[config.mk]
export PLATFORM = sky130hd
export DESIGN_NAME = mollweide_segment_projector
export DESIGN_NICKNAME = d
export VERILOG_FILES = /design/src/rtl/msp_pkg.sv /design/src/rtl/msp_mul.sv /design/src/rtl/msp_sqrt.sv /design/src/rtl/msp_div.sv /design/src/rtl/msp_cordic.sv /design/src/rtl/mollweide_segment_projector.sv
export SDC_FILE = /design/constraint.sdc
export NUM_CORES = 2
export LEC_CHECK = 0
export BUFFER_PORTS_ARGS = -buffer_cell sky130_fd_sc_hd__buf_2
export CORE_MARGIN = 4
export CORE_UTILIZATION = 45
export DETAILED_ROUTE_END_ITERATION = 8
export GPL_TIMING_DRIVEN = 1
export PLACE_DENSITY_LB_ADDON = 0.05
export SLEW_MARGIN = 10
export SYNTH_ARGS = -nofsm -noshare
export SYNTH_HDL_FRONTEND = slang
export SYNTH_SLANG_ARGS = --single-unit
[constraint.sdc]
create_clock -name i_clk -period 21.5 [get_ports i_clk]
set_clock_uncertainty 0.05 [all_clocks]
set_input_delay 2.15 -clock i_clk [delete_from_list [all_inputs] [get_ports i_clk]]
set_output_delay 2.15 -clock i_clk [all_outputs]
set_load 0.02 [all_outputs]
[src/rtl/msp_pkg.sv]
// shared constants, types and tables for the mollweide segment projector
`timescale 1ns / 1ps

package msp_pkg;

    // sizing
    localparam int MAX_SEGMENTS     = 65536;
    localparam int NEWTON_MAX_STEPS = 20;
    localparam int CORDIC_STEPS     = 30;
    localparam int W_KEPT   = $clog2(MAX_SEGMENTS + 1);
    localparam int W_STEP   = $clog2(NEWTON_MAX_STEPS + 1);
    localparam int W_CSTEP  = $clog2(CORDIC_STEPS);
    localparam int W_IN     = 18;
    localparam int W_OUT    = 19;
    localparam int W_IDX    = 16;
    localparam int W_V      = 36;
    localparam int W_MB     = 33;
    localparam int W_P      = W_V + W_MB + 1;
    localparam int W_MCNT   = $clog2(W_MB);
    localparam int W_SQN    = 61;
    localparam int W_ROOT   = 31;
    localparam int W_SCNT   = $clog2(W_ROOT);
    localparam int W_Q      = 33;
    localparam int W_DEN    = 35;
    localparam int W_DCNT   = $clog2(W_Q);
    localparam int W_SUMSQ  = 43;
    localparam int W_IN_BUS  = 112;
    localparam int W_OUT_BUS = 136;

    typedef logic signed [W_V-1:0]   t_ang;
    typedef logic signed [W_OUT-1:0] t_q16;

    // q30 constants, plus q16, q32 and q60 constants and the step cap
    localparam t_ang ONE_Q30         = 36'sd1073741824;
    localparam t_ang PI_Q30          = 36'sd3373259426;
    localparam t_ang HALF_PI_Q30     = 36'sd1686629713;
    localparam t_ang GAIN_INV_Q30    = 36'sd652032874;
    localparam t_ang TWO_OVER_PI_Q30 = 36'sd683565276;
    localparam t_ang TOL_Q30         = 36'sd1074;
    localparam t_q16 DEPTH_Q16       = 19'sd7;
    localparam logic [W_SUMSQ-1:0] LEN_LIMIT_Q32 = 43'd20787641713;
    localparam logic [W_SQN-1:0]   ONE_SQ_Q60    = 61'h1000_0000_0000_0000;
    localparam logic [W_Q-1:0]     STEP_CAP      = 33'h1_0000_0000;

    // register indexes and face codes
    localparam logic CFG_PROJ_EN = 1'b0;
    localparam logic CFG_FACE    = 1'b1;
    localparam logic [3:0] FACE_MIRROR_A = 4'd2;
    localparam logic [3:0] FACE_MIRROR_B = 4'd10;

    typedef enum logic [3:0] {
        ST_IDLE, ST_ZSQ, ST_SQRT, ST_LAT, ST_LON, ST_TGT, ST_RES, ST_CHK,
        ST_DIV, ST_FIN, ST_HM1, ST_HM2, ST_DY, ST_DZ, ST_EMIT
    } t_state;

    // arctangent of 2^-k in q30
    function automatic logic [29:0] atan_entry(input logic [W_CSTEP-1:0] k);
        logic [29:0] v;
        unique case (k)
            5'd0:  v = 30'h3243F6A8;
            5'd1:  v = 30'h1DAC6705;
            5'd2:  v = 30'h0FADBAFC;
            5'd3:  v = 30'h07F56EA6;
            5'd4:  v = 30'h03FEAB76;
            5'd5:  v = 30'h01FFD55B;
            5'd6:  v = 30'h00FFFAAA;
            5'd7:  v = 30'h007FFF55;
            5'd8:  v = 30'h003FFFEA;
            5'd9:  v = 30'h001FFFFD;
            5'd10: v = 30'h000FFFFF;
            5'd11: v = 30'h0007FFFF;
            5'd12: v = 30'h0003FFFF;
            5'd13: v = 30'h0001FFFF;
            5'd14: v = 30'h0000FFFF;
            5'd15: v = 30'h00007FFF;
            5'd16: v = 30'h00003FFF;
            5'd17: v = 30'h00001FFF;
            5'd18: v = 30'h00000FFF;
            5'd19: v = 30'h000007FF;
            5'd20: v = 30'h000003FF;
            5'd21: v = 30'h000001FF;
            5'd22: v = 30'h000000FF;
            5'd23: v = 30'h0000007F;
            5'd24: v = 30'h0000003F;
            5'd25: v = 30'h0000001F;
            5'd26: v = 30'h0000000F;
            5'd27: v = 30'h00000008;
            5'd28: v = 30'h00000004;
            5'd29: v = 30'h00000002;
            default: v = 30'h0;
        endcase
        return v;
    endfunction

    // q30 to q16, round half up
    function automatic t_q16 to_q16(input t_ang v);
        t_ang r;
        r = v + 36'sd8192;
        return r[W_OUT+13:14];
    endfunction

endpackage

[src/rtl/msp_mul.sv]
// shift-add multiplier, one multiplier bit per cycle
`timescale 1ns / 1ps

module msp_mul import msp_pkg::*; (
    input  logic                  i_clk,
    input  logic                  i_rst_n,
    input  logic                  i_start,
    input  logic signed [W_V-1:0] i_a,
    input  logic signed [W_MB-1:0] i_b,
    output logic                  o_done,
    output logic signed [W_P-1:0] o_p
);

    logic              r_busy, r_done;
    logic [W_MCNT-1:0] r_cnt;
    logic [W_V-1:0]    r_am;
    logic [W_V:0]      r_hi;
    logic [W_MB-1:0]   r_lo;
    logic              r_neg;
    logic [W_V:0]      sum;
    logic [W_P-1:0]    prod;

    // one partial product per cycle
    assign sum  = r_hi + (r_lo[0] ? {1'b0, r_am} : '0);
    assign prod = {r_hi, r_lo};

    // control
    always_ff @(posedge i_clk) begin
        if (!i_rst_n) begin
            r_busy <= 1'b0;
            r_done <= 1'b0;
            r_cnt  <= '0;
        end else begin
            r_done <= 1'b0;
            if (i_start) begin
                r_busy <= 1'b1;
                r_cnt  <= '0;
            end else if (r_busy) begin
                r_cnt <= r_cnt + 1'b1;
                if (r_cnt == W_MCNT'(W_MB - 1)) begin
                    r_busy <= 1'b0;
                    r_done <= 1'b1;
                end
            end
        end
    end

    // operand and product shift registers
    always_ff @(posedge i_clk) begin
        if (i_start) begin
            r_am  <= W_V'(i_a[W_V-1] ? -i_a : i_a);
            r_lo  <= W_MB'(i_b[W_MB-1] ? -i_b : i_b);
            r_hi  <= '0;
            r_neg <= i_a[W_V-1] ^ i_b[W_MB-1];
        end else if (r_busy) begin
            r_hi <= {1'b0, sum[W_V:1]};
            r_lo <= {sum[0], r_lo[W_MB-1:1]};
        end
    end

    assign o_done = r_done;
    assign o_p    = r_neg ? -$signed(prod) : $signed(prod);

endmodule

[src/rtl/msp_sqrt.sv]
// integer square root, one root bit per cycle
`timescale 1ns / 1ps

module msp_sqrt import msp_pkg::*; (
    input  logic              i_clk,
    input  logic              i_rst_n,
    input  logic              i_start,
    input  logic [W_SQN-1:0]  i_n,
    output logic              o_done,
    output logic [W_ROOT-1:0] o_root
);

    logic              r_busy, r_done;
    logic [W_SCNT-1:0] r_cnt;
    logic [W_SQN-1:0]  r_n, r_bit;
    logic [W_SQN:0]    r_res;
    logic [W_SQN:0]    trial;

    assign trial = r_res + {1'b0, r_bit};

    // control
    always_ff @(posedge i_clk) begin
        if (!i_rst_n) begin
            r_busy <= 1'b0;
            r_done <= 1'b0;
            r_cnt  <= '0;
        end else begin
            r_done <= 1'b0;
            if (i_start) begin
                r_busy <= 1'b1;
                r_cnt  <= '0;
            end else if (r_busy) begin
                r_cnt <= r_cnt + 1'b1;
                if (r_cnt == W_SCNT'(W_ROOT - 1)) begin
                    r_busy <= 1'b0;
                    r_done <= 1'b1;
                end
            end
        end
    end

    // digit recurrence
    always_ff @(posedge i_clk) begin
        if (i_start) begin
            r_n   <= i_n;
            r_res <= '0;
            r_bit <= {1'b1, {(W_SQN-1){1'b0}}};
        end else if (r_busy) begin
            if ({1'b0, r_n} >= trial) begin
                r_n   <= r_n - trial[W_SQN-1:0];
                r_res <= (r_res >> 1) + {1'b0, r_bit};
            end else begin
                r_res <= r_res >> 1;
            end
            r_bit <= r_bit >> 2;
        end
    end

    assign o_done = r_done;
    assign o_root = r_res[W_ROOT-1:0];

endmodule

[src/rtl/msp_div.sv]
// newton step divider, one quotient bit per cycle, capped quotient
`timescale 1ns / 1ps

module msp_div import msp_pkg::*; (
    input  logic             i_clk,
    input  logic             i_rst_n,
    input  logic             i_start,
    input  logic [W_V-1:0]   i_num,
    input  logic [W_DEN-1:0] i_den,
    output logic             o_done,
    output logic [W_Q-1:0]   o_q
);

    logic              r_busy, r_done, r_over;
    logic [W_DCNT-1:0] r_cnt;
    logic [W_DEN:0]    r_rem;
    logic [W_DEN-1:0]  r_den;
    logic [W_Q-1:0]    r_nb, r_q;
    logic [W_DEN:0]    shifted;
    logic              fits;

    // numerator is num * 2^30; top part loaded at start, rest brought down
    assign shifted = {r_rem[W_DEN-1:0], r_nb[W_Q-1]};
    assign fits    = shifted >= {1'b0, r_den};

    // control
    always_ff @(posedge i_clk) begin
        if (!i_rst_n) begin
            r_busy <= 1'b0;
            r_done <= 1'b0;
            r_cnt  <= '0;
        end else begin
            r_done <= 1'b0;
            if (i_start) begin
                r_busy <= 1'b1;
                r_cnt  <= '0;
            end else if (r_busy) begin
                r_cnt <= r_cnt + 1'b1;
                if (r_cnt == W_DCNT'(W_Q - 1)) begin
                    r_busy <= 1'b0;
                    r_done <= 1'b1;
                end
            end
        end
    end

    // restoring division
    always_ff @(posedge i_clk) begin
        if (i_start) begin
            r_den  <= i_den;
            r_over <= (W_DEN + 1)'(i_num >> 3) >= {1'b0, i_den};
            r_rem  <= (W_DEN + 1)'(i_num >> 3);
            r_nb   <= {i_num[2:0], 30'd0};
            r_q    <= '0;
        end else if (r_busy) begin
            r_rem <= fits ? shifted - {1'b0, r_den} : shifted;
            r_q   <= {r_q[W_Q-2:0], fits};
            r_nb  <= {r_nb[W_Q-2:0], 1'b0};
        end
    end

    assign o_done = r_done;
    assign o_q    = (r_over || r_q > STEP_CAP) ? STEP_CAP : r_q;

endmodule

[src/rtl/msp_cordic.sv]
// iterative cordic, vectoring (atan2) or rotation (sin/cos), one step per cycle
`timescale 1ns / 1ps

module msp_cordic import msp_pkg::*; (
    input  logic i_clk,
    input  logic i_rst_n,
    input  logic i_start,
    input  logic i_rot,
    input  t_ang i_x,
    input  t_ang i_y,
    input  t_ang i_ang,
    output logic o_done,
    output t_ang o_ang,
    output t_ang o_cos,
    output t_ang o_sin
);

    logic               r_busy, r_done;
    logic [W_CSTEP-1:0] r_k;
    t_ang               r_x, r_y, r_z;
    logic               r_rot, r_flip, r_zero;
    t_ang               x0, y0, z0;
    logic               flip0;
    t_ang               sx, sy, tab;
    logic               plus;

    // quadrant pre-rotation or angle folding
    always_comb begin
        x0    = i_x;
        y0    = i_y;
        z0    = '0;
        flip0 = 1'b0;
        if (i_rot) begin
            x0 = GAIN_INV_Q30;
            y0 = '0;
            z0 = i_ang;
            if (i_ang > HALF_PI_Q30) begin
                z0    = i_ang - PI_Q30;
                flip0 = 1'b1;
            end else if (i_ang < -HALF_PI_Q30) begin
                z0    = i_ang + PI_Q30;
                flip0 = 1'b1;
            end
        end else if (i_x < 0) begin
            if (i_y >= 0) begin
                x0 = i_y;
                y0 = -i_x;
                z0 = HALF_PI_Q30;
            end else begin
                x0 = -i_y;
                y0 = i_x;
                z0 = -HALF_PI_Q30;
            end
        end
    end

    // micro-rotation direction
    assign sx   = r_x >>> r_k;
    assign sy   = r_y >>> r_k;
    assign tab  = W_V'(atan_entry(r_k));
    assign plus = r_rot ? !r_z[W_V-1] : (r_y <= 0);

    // control
    always_ff @(posedge i_clk) begin
        if (!i_rst_n) begin
            r_busy <= 1'b0;
            r_done <= 1'b0;
            r_k    <= '0;
        end else begin
            r_done <= 1'b0;
            if (i_start) begin
                r_busy <= 1'b1;
                r_k    <= '0;
            end else if (r_busy) begin
                r_k <= r_k + 1'b1;
                if (r_k == W_CSTEP'(CORDIC_STEPS - 1)) begin
                    r_busy <= 1'b0;
                    r_done <= 1'b1;
                end
            end
        end
    end

    // vector and angle registers
    always_ff @(posedge i_clk) begin
        if (i_start) begin
            r_x    <= x0;
            r_y    <= y0;
            r_z    <= z0;
            r_rot  <= i_rot;
            r_flip <= flip0;
            r_zero <= !i_rot && i_x == 0 && i_y == 0;
        end else if (r_busy) begin
            if (plus) begin
                r_x <= r_x - sy;
                r_y <= r_y + sx;
                r_z <= r_z - tab;
            end else begin
                r_x <= r_x + sy;
                r_y <= r_y - sx;
                r_z <= r_z + tab;
            end
        end
    end

    assign o_done = r_done;
    assign o_ang  = r_zero ? '0 : r_z;
    assign o_cos  = r_flip ? -r_x : r_x;
    assign o_sin  = r_flip ? -r_y : r_y;

endmodule

[src/rtl/mollweide_segment_projector.sv]
// mollweide segment projector top level: sequencer, newton loop, output register
//
//  channel   | dir | beat
//  s_axis    | in  | a_x, a_y, a_z, b_x, b_y, b_z (18-bit signed q2.16 each)
//  m_axis    | out | out_a_x .. out_b_z (19-bit q3.16 each), segment_index
//  i_cfg_*   | in  | index 0 projection_enable, index 1 face_number
//
// each newton step runs a cordic pass and a divide, up to 20 per endpoint;
// a pass-through segment goes straight from idle to emit.
// reset sets up the sequencer, control registers and kept count; no clearing pass.
// a new beat is taken only when idle; a finished beat waits in the output
// register while the next segment is accepted and worked on.
`timescale 1ns / 1ps

module mollweide_segment_projector import msp_pkg::*; (
    input  logic                 i_clk,
    input  logic                 i_rst_n,
    input  logic                 s_axis_tvalid,
    output logic                 s_axis_tready,
    // a_x, a_y, a_z, b_x, b_y, b_z, zero pad
    input  logic [W_IN_BUS-1:0]  s_axis_tdata,
    output logic                 m_axis_tvalid,
    input  logic                 m_axis_tready,
    // out_a_x, out_a_y, out_a_z, out_b_x, out_b_y, out_b_z, segment_index, zero pad
    output logic [W_OUT_BUS-1:0] m_axis_tdata,
    input  logic                 i_cfg_we,
    input  logic                 i_cfg_idx,
    input  logic [3:0]           i_cfg_data
);

    t_state              r_state, n_state;
    logic                r_first;
    logic                r_ep, r_proj;
    logic                r_proj_en;
    logic [3:0]          r_face;
    logic [W_KEPT-1:0]   r_kept;
    logic                r_m_valid;
    logic [W_OUT_BUS-1:0] r_tdata;
    t_q16                r_ov [6];
    t_ang                r_lat, r_lon, r_tgt, r_ang, r_res, r_cr, r_h;
    logic [W_STEP-1:0]   r_step;
    logic [W_SUMSQ-1:0]  r_sq;

    logic                accept, out_free;
    logic                mul_start, sqrt_start, cor_start, div_start, cor_rot;
    logic                mul_done, sqrt_done, cor_done, div_done;
    t_ang                mul_a, cor_x, cor_y, cor_ang;
    logic signed [W_MB-1:0] mul_b;
    logic signed [W_P-1:0]  mul_p;
    logic [W_ROOT-1:0]   root;
    t_ang                cor_a_out, cor_c, cor_s;
    logic [W_Q-1:0]      quot;
    logic signed [W_IN-1:0] px, py, pzc;
    t_q16                pz;
    logic signed [31:0]  z30;
    logic                pole_n, pole_s, stop;
    t_ang                slope, res_abs, ang_step, hor, hor_m;
    logic signed [W_OUT:0] dy, dz;
    logic [W_SUMSQ-1:0]  sumsq;
    logic                keep;
    logic [W_IDX-1:0]    idx;

    assign accept   = s_axis_tvalid && s_axis_tready;
    assign out_free = !r_m_valid || m_axis_tready;
    assign s_axis_tready = (r_state == ST_IDLE);
    assign m_axis_tvalid = r_m_valid;
    assign m_axis_tdata  = r_tdata;

    // current endpoint, clamped z in q30
    assign px  = r_ep ? r_ov[3][W_IN-1:0] : r_ov[0][W_IN-1:0];
    assign py  = r_ep ? r_ov[4][W_IN-1:0] : r_ov[1][W_IN-1:0];
    assign pz  = r_ep ? r_ov[5] : r_ov[2];
    assign pzc = (pz > 19'sd65536) ? 18'sd65536 :
                 (pz < -19'sd65536) ? -18'sd65536 : pz[W_IN-1:0];
    assign z30 = $signed({pzc, 14'd0});

    // pole and newton stop tests
    assign pole_n   = ((r_lat - HALF_PI_Q30) < TOL_Q30) && ((r_lat - HALF_PI_Q30) > -TOL_Q30);
    assign pole_s   = ((r_lat + HALF_PI_Q30) < TOL_Q30) && ((r_lat + HALF_PI_Q30) > -TOL_Q30);
    assign slope    = (ONE_Q30 + r_cr) <<< 1;
    assign res_abs  = r_res[W_V-1] ? -r_res : r_res;
    assign stop     = (res_abs < TOL_Q30) || (r_step == W_STEP'(NEWTON_MAX_STEPS))
                      || (slope <= 0);
    assign ang_step = (r_res > 0) ? r_ang - W_V'(quot) : r_ang + W_V'(quot);

    // horizontal coordinate with mirroring
    assign hor   = mul_p[W_V+29:30];
    assign hor_m = ((r_face == FACE_MIRROR_A || r_face == FACE_MIRROR_B) && hor > 0)
                   ? -hor : hor;

    // length test
    assign dy    = r_ov[1] - r_ov[4];
    assign dz    = r_ov[2] - r_ov[5];
    assign sumsq = r_sq + mul_p[W_SUMSQ-1:0];
    assign keep  = sumsq < LEN_LIMIT_Q32;
    assign idx   = (32'(r_kept) > 32'd65535) ? 16'hFFFF : W_IDX'(r_kept);

    // shared arithmetic units
    msp_mul u_mul (
        .i_clk(i_clk), .i_rst_n(i_rst_n), .i_start(mul_start),
        .i_a(mul_a), .i_b(mul_b), .o_done(mul_done), .o_p(mul_p)
    );

    msp_sqrt u_sqrt (
        .i_clk(i_clk), .i_rst_n(i_rst_n), .i_start(sqrt_start),
        .i_n(ONE_SQ_Q60 - mul_p[W_SQN-1:0]), .o_done(sqrt_done), .o_root(root)
    );

    msp_cordic u_cordic (
        .i_clk(i_clk), .i_rst_n(i_rst_n), .i_start(cor_start), .i_rot(cor_rot),
        .i_x(cor_x), .i_y(cor_y), .i_ang(cor_ang),
        .o_done(cor_done), .o_ang(cor_a_out), .o_cos(cor_c), .o_sin(cor_s)
    );

    msp_div u_div (
        .i_clk(i_clk), .i_rst_n(i_rst_n), .i_start(div_start),
        .i_num(res_abs), .i_den(slope[W_DEN-1:0]), .o_done(div_done), .o_q(quot)
    );

    // next state
    always_comb begin
        n_state = r_state;
        unique case (r_state)
            ST_IDLE: if (accept) n_state = r_proj_en ? ST_ZSQ : ST_EMIT;
            ST_ZSQ:  if (mul_done) n_state = ST_SQRT;
            ST_SQRT: if (sqrt_done) n_state = ST_LAT;
            ST_LAT:  if (cor_done) n_state = ST_LON;
            ST_LON:  if (cor_done) n_state = ST_TGT;
            ST_TGT:  if (mul_done) n_state = (pole_n || pole_s) ? ST_FIN : ST_RES;
            ST_RES:  if (cor_done) n_state = ST_CHK;
            ST_CHK:  n_state = stop ? ST_FIN : ST_DIV;
            ST_DIV:  if (div_done) n_state = ST_RES;
            ST_FIN:  if (cor_done) n_state = ST_HM1;
            ST_HM1:  if (mul_done) n_state = ST_HM2;
            ST_HM2:  if (mul_done) n_state = r_ep ? ST_DY : ST_ZSQ;
            ST_DY:   if (mul_done) n_state = ST_DZ;
            ST_DZ:   if (mul_done) n_state = keep ? ST_EMIT : ST_IDLE;
            ST_EMIT: if (out_free) n_state = ST_IDLE;
            default: n_state = ST_IDLE;
        endcase
    end

    // unit starts and operands
    always_comb begin
        mul_start  = 1'b0;
        sqrt_start = 1'b0;
        cor_start  = 1'b0;
        div_start  = 1'b0;
        cor_rot    = 1'b1;
        mul_a      = '0;
        mul_b      = '0;
        cor_x      = '0;
        cor_y      = '0;
        cor_ang    = r_ang;
        unique case (r_state)
            ST_ZSQ: begin
                mul_start = r_first;
                mul_a     = W_V'(z30);
                mul_b     = W_MB'(z30);
            end
            ST_SQRT: sqrt_start = r_first;
            ST_LAT: begin
                cor_start = r_first;
                cor_rot   = 1'b0;
                cor_x     = W_V'(root);
                cor_y     = W_V'(z30);
            end
            ST_LON: begin
                cor_start = r_first;
                cor_rot   = 1'b0;
                cor_x     = W_V'($signed({px, 14'd0}));
                cor_y     = W_V'($signed({py, 14'd0}));
            end
            ST_TGT: begin
                mul_start = r_first;
                mul_a     = PI_Q30;
                mul_b     = W_MB'(z30);
            end
            ST_RES: begin
                cor_start = r_first;
                cor_ang   = r_ang <<< 1;
            end
            ST_DIV: div_start = r_first;
            ST_FIN: cor_start = r_first;
            ST_HM1: begin
                mul_start = r_first;
                mul_a     = r_lon;
                mul_b     = W_MB'(cor_c);
            end
            ST_HM2: begin
                mul_start = r_first;
                mul_a     = r_h;
                mul_b     = W_MB'(TWO_OVER_PI_Q30);
            end
            ST_DY: begin
                mul_start = r_first;
                mul_a     = W_V'(dy);
                mul_b     = W_MB'(dy);
            end
            ST_DZ: begin
                mul_start = r_first;
                mul_a     = W_V'(dz);
                mul_b     = W_MB'(dz);
            end
            ST_IDLE, ST_CHK, ST_EMIT: ;
            default: ;
        endcase
    end

    // control registers
    always_ff @(posedge i_clk) begin
        if (!i_rst_n) begin
            r_state   <= ST_IDLE;
            r_first   <= 1'b1;
            r_ep      <= 1'b0;
            r_proj_en <= 1'b1;
            r_face    <= '0;
            r_kept    <= '0;
            r_m_valid <= 1'b0;
        end else begin
            r_state <= n_state;
            r_first <= (n_state != r_state);
            if (i_cfg_we) begin
                if (i_cfg_idx == CFG_PROJ_EN) r_proj_en <= i_cfg_data[0];
                if (i_cfg_idx == CFG_FACE)    r_face    <= i_cfg_data;
            end
            if (accept) r_ep <= 1'b0;
            else if (r_state == ST_HM2 && mul_done) r_ep <= 1'b1;
            if (m_axis_tready) r_m_valid <= 1'b0;
            if (r_state == ST_EMIT && out_free) begin
                r_m_valid <= 1'b1;
                if (32'(r_kept) < MAX_SEGMENTS) r_kept <= r_kept + 1'b1;
            end
        end
    end

    // datapath registers
    always_ff @(posedge i_clk) begin
        if (accept) begin
            r_proj  <= r_proj_en;
            r_ov[0] <= W_OUT'($signed(s_axis_tdata[17:0]));
            r_ov[1] <= W_OUT'($signed(s_axis_tdata[35:18]));
            r_ov[2] <= W_OUT'($signed(s_axis_tdata[53:36]));
            r_ov[3] <= W_OUT'($signed(s_axis_tdata[71:54]));
            r_ov[4] <= W_OUT'($signed(s_axis_tdata[89:72]));
            r_ov[5] <= W_OUT'($signed(s_axis_tdata[107:90]));
        end
        if (r_state == ST_LAT && cor_done) r_lat <= cor_a_out;
        if (r_state == ST_LON && cor_done) r_lon <= cor_a_out;
        if (r_state == ST_TGT && mul_done) begin
            r_tgt  <= mul_p[W_V+29:30];
            r_step <= '0;
            if (pole_n)      r_ang <= HALF_PI_Q30;
            else if (pole_s) r_ang <= -HALF_PI_Q30;
            else             r_ang <= r_lat >>> 1;
        end
        if (r_state == ST_RES && cor_done) begin
            r_res <= (r_ang <<< 1) + cor_s - r_tgt;
            r_cr  <= cor_c;
        end
        if (r_state == ST_DIV && div_done) begin
            r_step <= r_step + 1'b1;
            if (ang_step > HALF_PI_Q30)       r_ang <= HALF_PI_Q30;
            else if (ang_step < -HALF_PI_Q30) r_ang <= -HALF_PI_Q30;
            else                              r_ang <= ang_step;
        end
        if (r_state == ST_FIN && cor_done) begin
            if (r_ep) r_ov[5] <= to_q16(cor_s);
            else      r_ov[2] <= to_q16(cor_s);
        end
        if (r_state == ST_HM1 && mul_done) r_h <= mul_p[W_V+29:30];
        if (r_state == ST_HM2 && mul_done) begin
            if (r_ep) r_ov[4] <= to_q16(hor_m);
            else      r_ov[1] <= to_q16(hor_m);
        end
        if (r_state == ST_DY && mul_done) r_sq <= mul_p[W_SUMSQ-1:0];
        // output beat
        if (r_state == ST_EMIT && out_free) begin
            r_tdata <= {6'd0, idx, r_ov[5], r_ov[4], r_proj ? DEPTH_Q16 : r_ov[3],
                        r_ov[2], r_ov[1], r_proj ? DEPTH_Q16 : r_ov[0]};
        end
    end

    // kept count never passes its saturation point
    a_kept_sat: assert property (@(posedge i_clk) disable iff (!i_rst_n)
        32'(r_kept) <= MAX_SEGMENTS)
        else $error("kept count overflow");

    // a projected segment always starts with the first endpoint
    a_proj_start: assert property (@(posedge i_clk) disable iff (!i_rst_n)
        (accept && r_proj_en) |=> (r_state == ST_ZSQ && !r_ep))
        else $error("projection did not start on first endpoint");

    // newton loop never runs past its step budget
    a_step_bound: assert property (@(posedge i_clk) disable iff (!i_rst_n)
        (r_state == ST_DIV || r_state == ST_CHK) |-> r_step < W_STEP'(NEWTON_MAX_STEPS + 1))
        else $error("newton step count out of range");

    // auxiliary angle stays within the half turn
    a_ang_clamp: assert property (@(posedge i_clk) disable iff (!i_rst_n)
        (r_state == ST_CHK || r_state == ST_FIN)
        |-> (r_ang <= HALF_PI_Q30 && r_ang >= -HALF_PI_Q30))
        else $error("auxiliary angle out of range");

    // leaving emit always presents a beat
    a_emit_valid: assert property (@(posedge i_clk) disable iff (!i_rst_n)
        (r_state == ST_EMIT && out_free) |=> m_axis_tvalid)
        else $error("emitted beat lost");

endmodule
==> metrics.cfg <==
[global_route]
use_met2_pct = 47.6
met3_usage_pct = 6.84
grt_max_degree = 84
grt_pass1_wl_mm = 507
globalRouteMet1Util_pct = 48.4
antenna_found_initial = 41
grt.busiest_layer = met1
grt_pass1_vias = 73800
grt_usage_pct = 33.3
overflow = 0

[power_and_ir_drop]
power_density_nw_per_um2 = 93.3
power_leakage_nw = 37.3
ir_worst_vdd_mv = 0.0755

[synthesis]
synth_flop_cell = edfxtp_1
yosysTopAreaCell = edfxtp_1
synth.area.top_cells = edfxtp_1, ha_1, xnor2_1
synth.top_cell.area_share_pct = 28.7
async_flop_share_pct = 0
synth-edff-count = 853
yosys_warnings = 0
synth-seq-cells = 1105
syn_avg_cell_area_um2 = 8.86
yosysSeqAreaShare_pct = 34.4
netlist_instances = 10100
synth_area_um2 = 89200
yosysUniqueCellTypes = 113

[timing]
maxSlewHeadroom_pct = 12.3
worstMarginPinSlew_ps = 1320
grt_setup_unrepaired = no
finalHoldViolCount = 0
fmax_mhz = 109
setup_tns_ps = 0
report.final.slew_viol_count = 0
hold_slack_ps = 426
timing.final.ws_setup_ps = 12310
post-route-period-util_pct = 42.8
setup_violations = 0
fin_crit_ps = 9190

[setup_path]
max_stage_delay_ps = 800
path_max_fanout = 18
r2r_start = u_div.r_q[2]
endpoint_kind = register
start_kind = register
critPathBufInv = 1
crit_slowest_cell = nor4_1
crit_family = simple AND/OR/NAND/NOR gates
critPathArrivalTime_ps = 9720
crit_type = reg -> reg
cp.required_ps = 22020
worstSetupStartpoint = u_div.r_q[2]

[die]
core_area_um2 = 197000
fp.dieH_um = 453
dieArea_um2 = 205000
fp-row-count = 163
die_w_um = 453
pin_count = 260
start_util_pct = 45.2

[final_layout]
finalNetCount = 10800
fillCellCount = 18700
drive_above_1_share_pct = 9.66
post-route-util_pct = 49.7
syn2layout_area_growth_pct = 9.96
postLayoutCellArea_um2 = 98100

[clocking]
ctsHoldBuffers = 0
cts_buffers = 139
h-tree-depth = 4
clock_latency_ps = 830
clk_path_buf_depth = 3
cts_tree = done
path_clk_slew_ps = 80
clockRootBuffer = clkbuf_16
clock_sinks = 1105
post_cts_buffers = 0
cts-resized-gates = 0

[placement]
dp_hpwl_mm = 280
place_ws_ps = 12450
place.gp.congestion = 1.02
postPlaceCellArea_um2 = 93200
port_buffers = 248

[routing]
post_drt_via_cell_ratio = 6.27
wl_mm = 354
ant_nets = 0
drtIter0Drc = 8853
remaining_drc_errors = 0
wl_per_cell_um = 27.4
vias = 80900
dr.pass1.iters = 8

[hold_path]
hp-class = reg -> reg
min_from = u_mul.r_hi[34]

[status]
outcome = finished clean

[run]
maxCapViolCount = 0

==> registers in the layout, indices dropped and copies added (netlist names), 43 cells and up <==
register and cells:
u_sqrt.r_n 61, r_sq 43, u_sqrt.r_res 62, r_ov 112
m_axis_tdata 128
==> layout by cell type (no fill, tap or decap), drive strengths merged, types with 55 or more instances in the layout <==
cell type and instances:
nand2b 101, a21oi 795, o21ai 655, buf 401
mux2i 226, nand2 903, o21a 115, nor4 94
a21o 204, nor2 906, nand4 124, or3 96
a31oi 156, mux2 91, a211oi 116, or2 76
o21bai 69, inv 420, dfxtp 252, nor2b 160
mux4 83, xor2 387, nand3 230, xnor2 591
o31ai 119, ha 523, and3 84, o211ai 55
nor3 232, and2 116, clkbuf 184, edfxtp 853
==> power breakdown <==
part | switching, mW | internal, mW | total (mW)
sequential | 0.286 | 2.59 | 2.88
clock | 1.06 | 1.43 | 2.49
combinational | 2.37 | 1.42 | 3.79
total | 3.71 | 5.44 | 9.16
==> cell type report <==
class	instances	area (um^2)	area share, %
Antenna cell	14	35.0	0.0357
Clock buffer	184	3820	3.90
Clock inverter	72	1000	1.02
Inverter	421	1590	1.62
Multi-Input combinational cell	8060	55300	56.4
Sequential cell	1105	30700	31.3
Tap cell	2640	3300	3.37
Timing Repair Buffer	401	2390	2.44
==> Yosys cell counts (83+ instances only) <==
cell	instances
clkbuf_1	401
nand4_1	124
nand3_1	229
inv_1	409
xnor2_1	590
o31ai_1	115
o21ai_0	637
mux4_2	83
nor2_1	905
xor2_1	385
a21o_1	204
or3_1	96
a31oi_1	155
o21a_1	115
nor2b_1	160
nor3_1	231
ha_1	523
mux2i_1	226
mux2_2	91
a21oi_1	794
nor4_1	91
and3_1	84
edfxtp_1	853
a211oi_1	116
nand2_1	903
nand2b_1	101
dfxtp_1	252
and2_1	112
==> kinds of logic after synthesis <==
group	Yosys count	share of synthesized area (%)
AND/OR/NAND/NOR	3310	18.0
AO/OA/AOI/OAI	2798	20.0
flip-flops	1105	34.4
XOR/XNOR	978	9.64
buffers and inverters	911	3.91
adder cells (fa/ha/maj)	568	8.35
multiplexers	400	5.78
other	1	0.00420
==> final timing paths <==
kind | to | slack (ps) | depth (start not counted)
worst max-delay path | r_ang[25] | 12310 | 28
worst min-delay path | u_mul.r_hi[34] | 430 | 2
worst max register to register | r_ang[25] | 12310 | 28
worst min register to register | u_mul.r_hi[34] | 430 | 2
==> worst register-to-register path, delay by kind of cell, from the launching register on <==
kind | cells | cell delay, ps
adders and majority gates | 2 | 690
and+or+nand+nor | 14 | 4570
buffers and inverters | 1 | 250
DFF | 1 | 350
AOI/OAI and AO/OA | 11 | 3020
==> metal layers <==
layer | vias up | wire, um
met5 | - | 103
met4 | 22 | 17000
met3 | 613 | 32700
met2 | 3661 | 145000
met1 | 39300 | 159000
li1 | 37300 | -
==> stage by stage <==
stage | std cells | power, mW
final | 12900 | 9.16
after detailed placement | 12600 | 6.60
after global routing | 12900 | 9.62
after CTS | 12900 | 9.11
after global placement | 12600 | 6.56
after floorplan | 10100 | 5.40
Note: power is estimated with default switching activity, not from simulation.
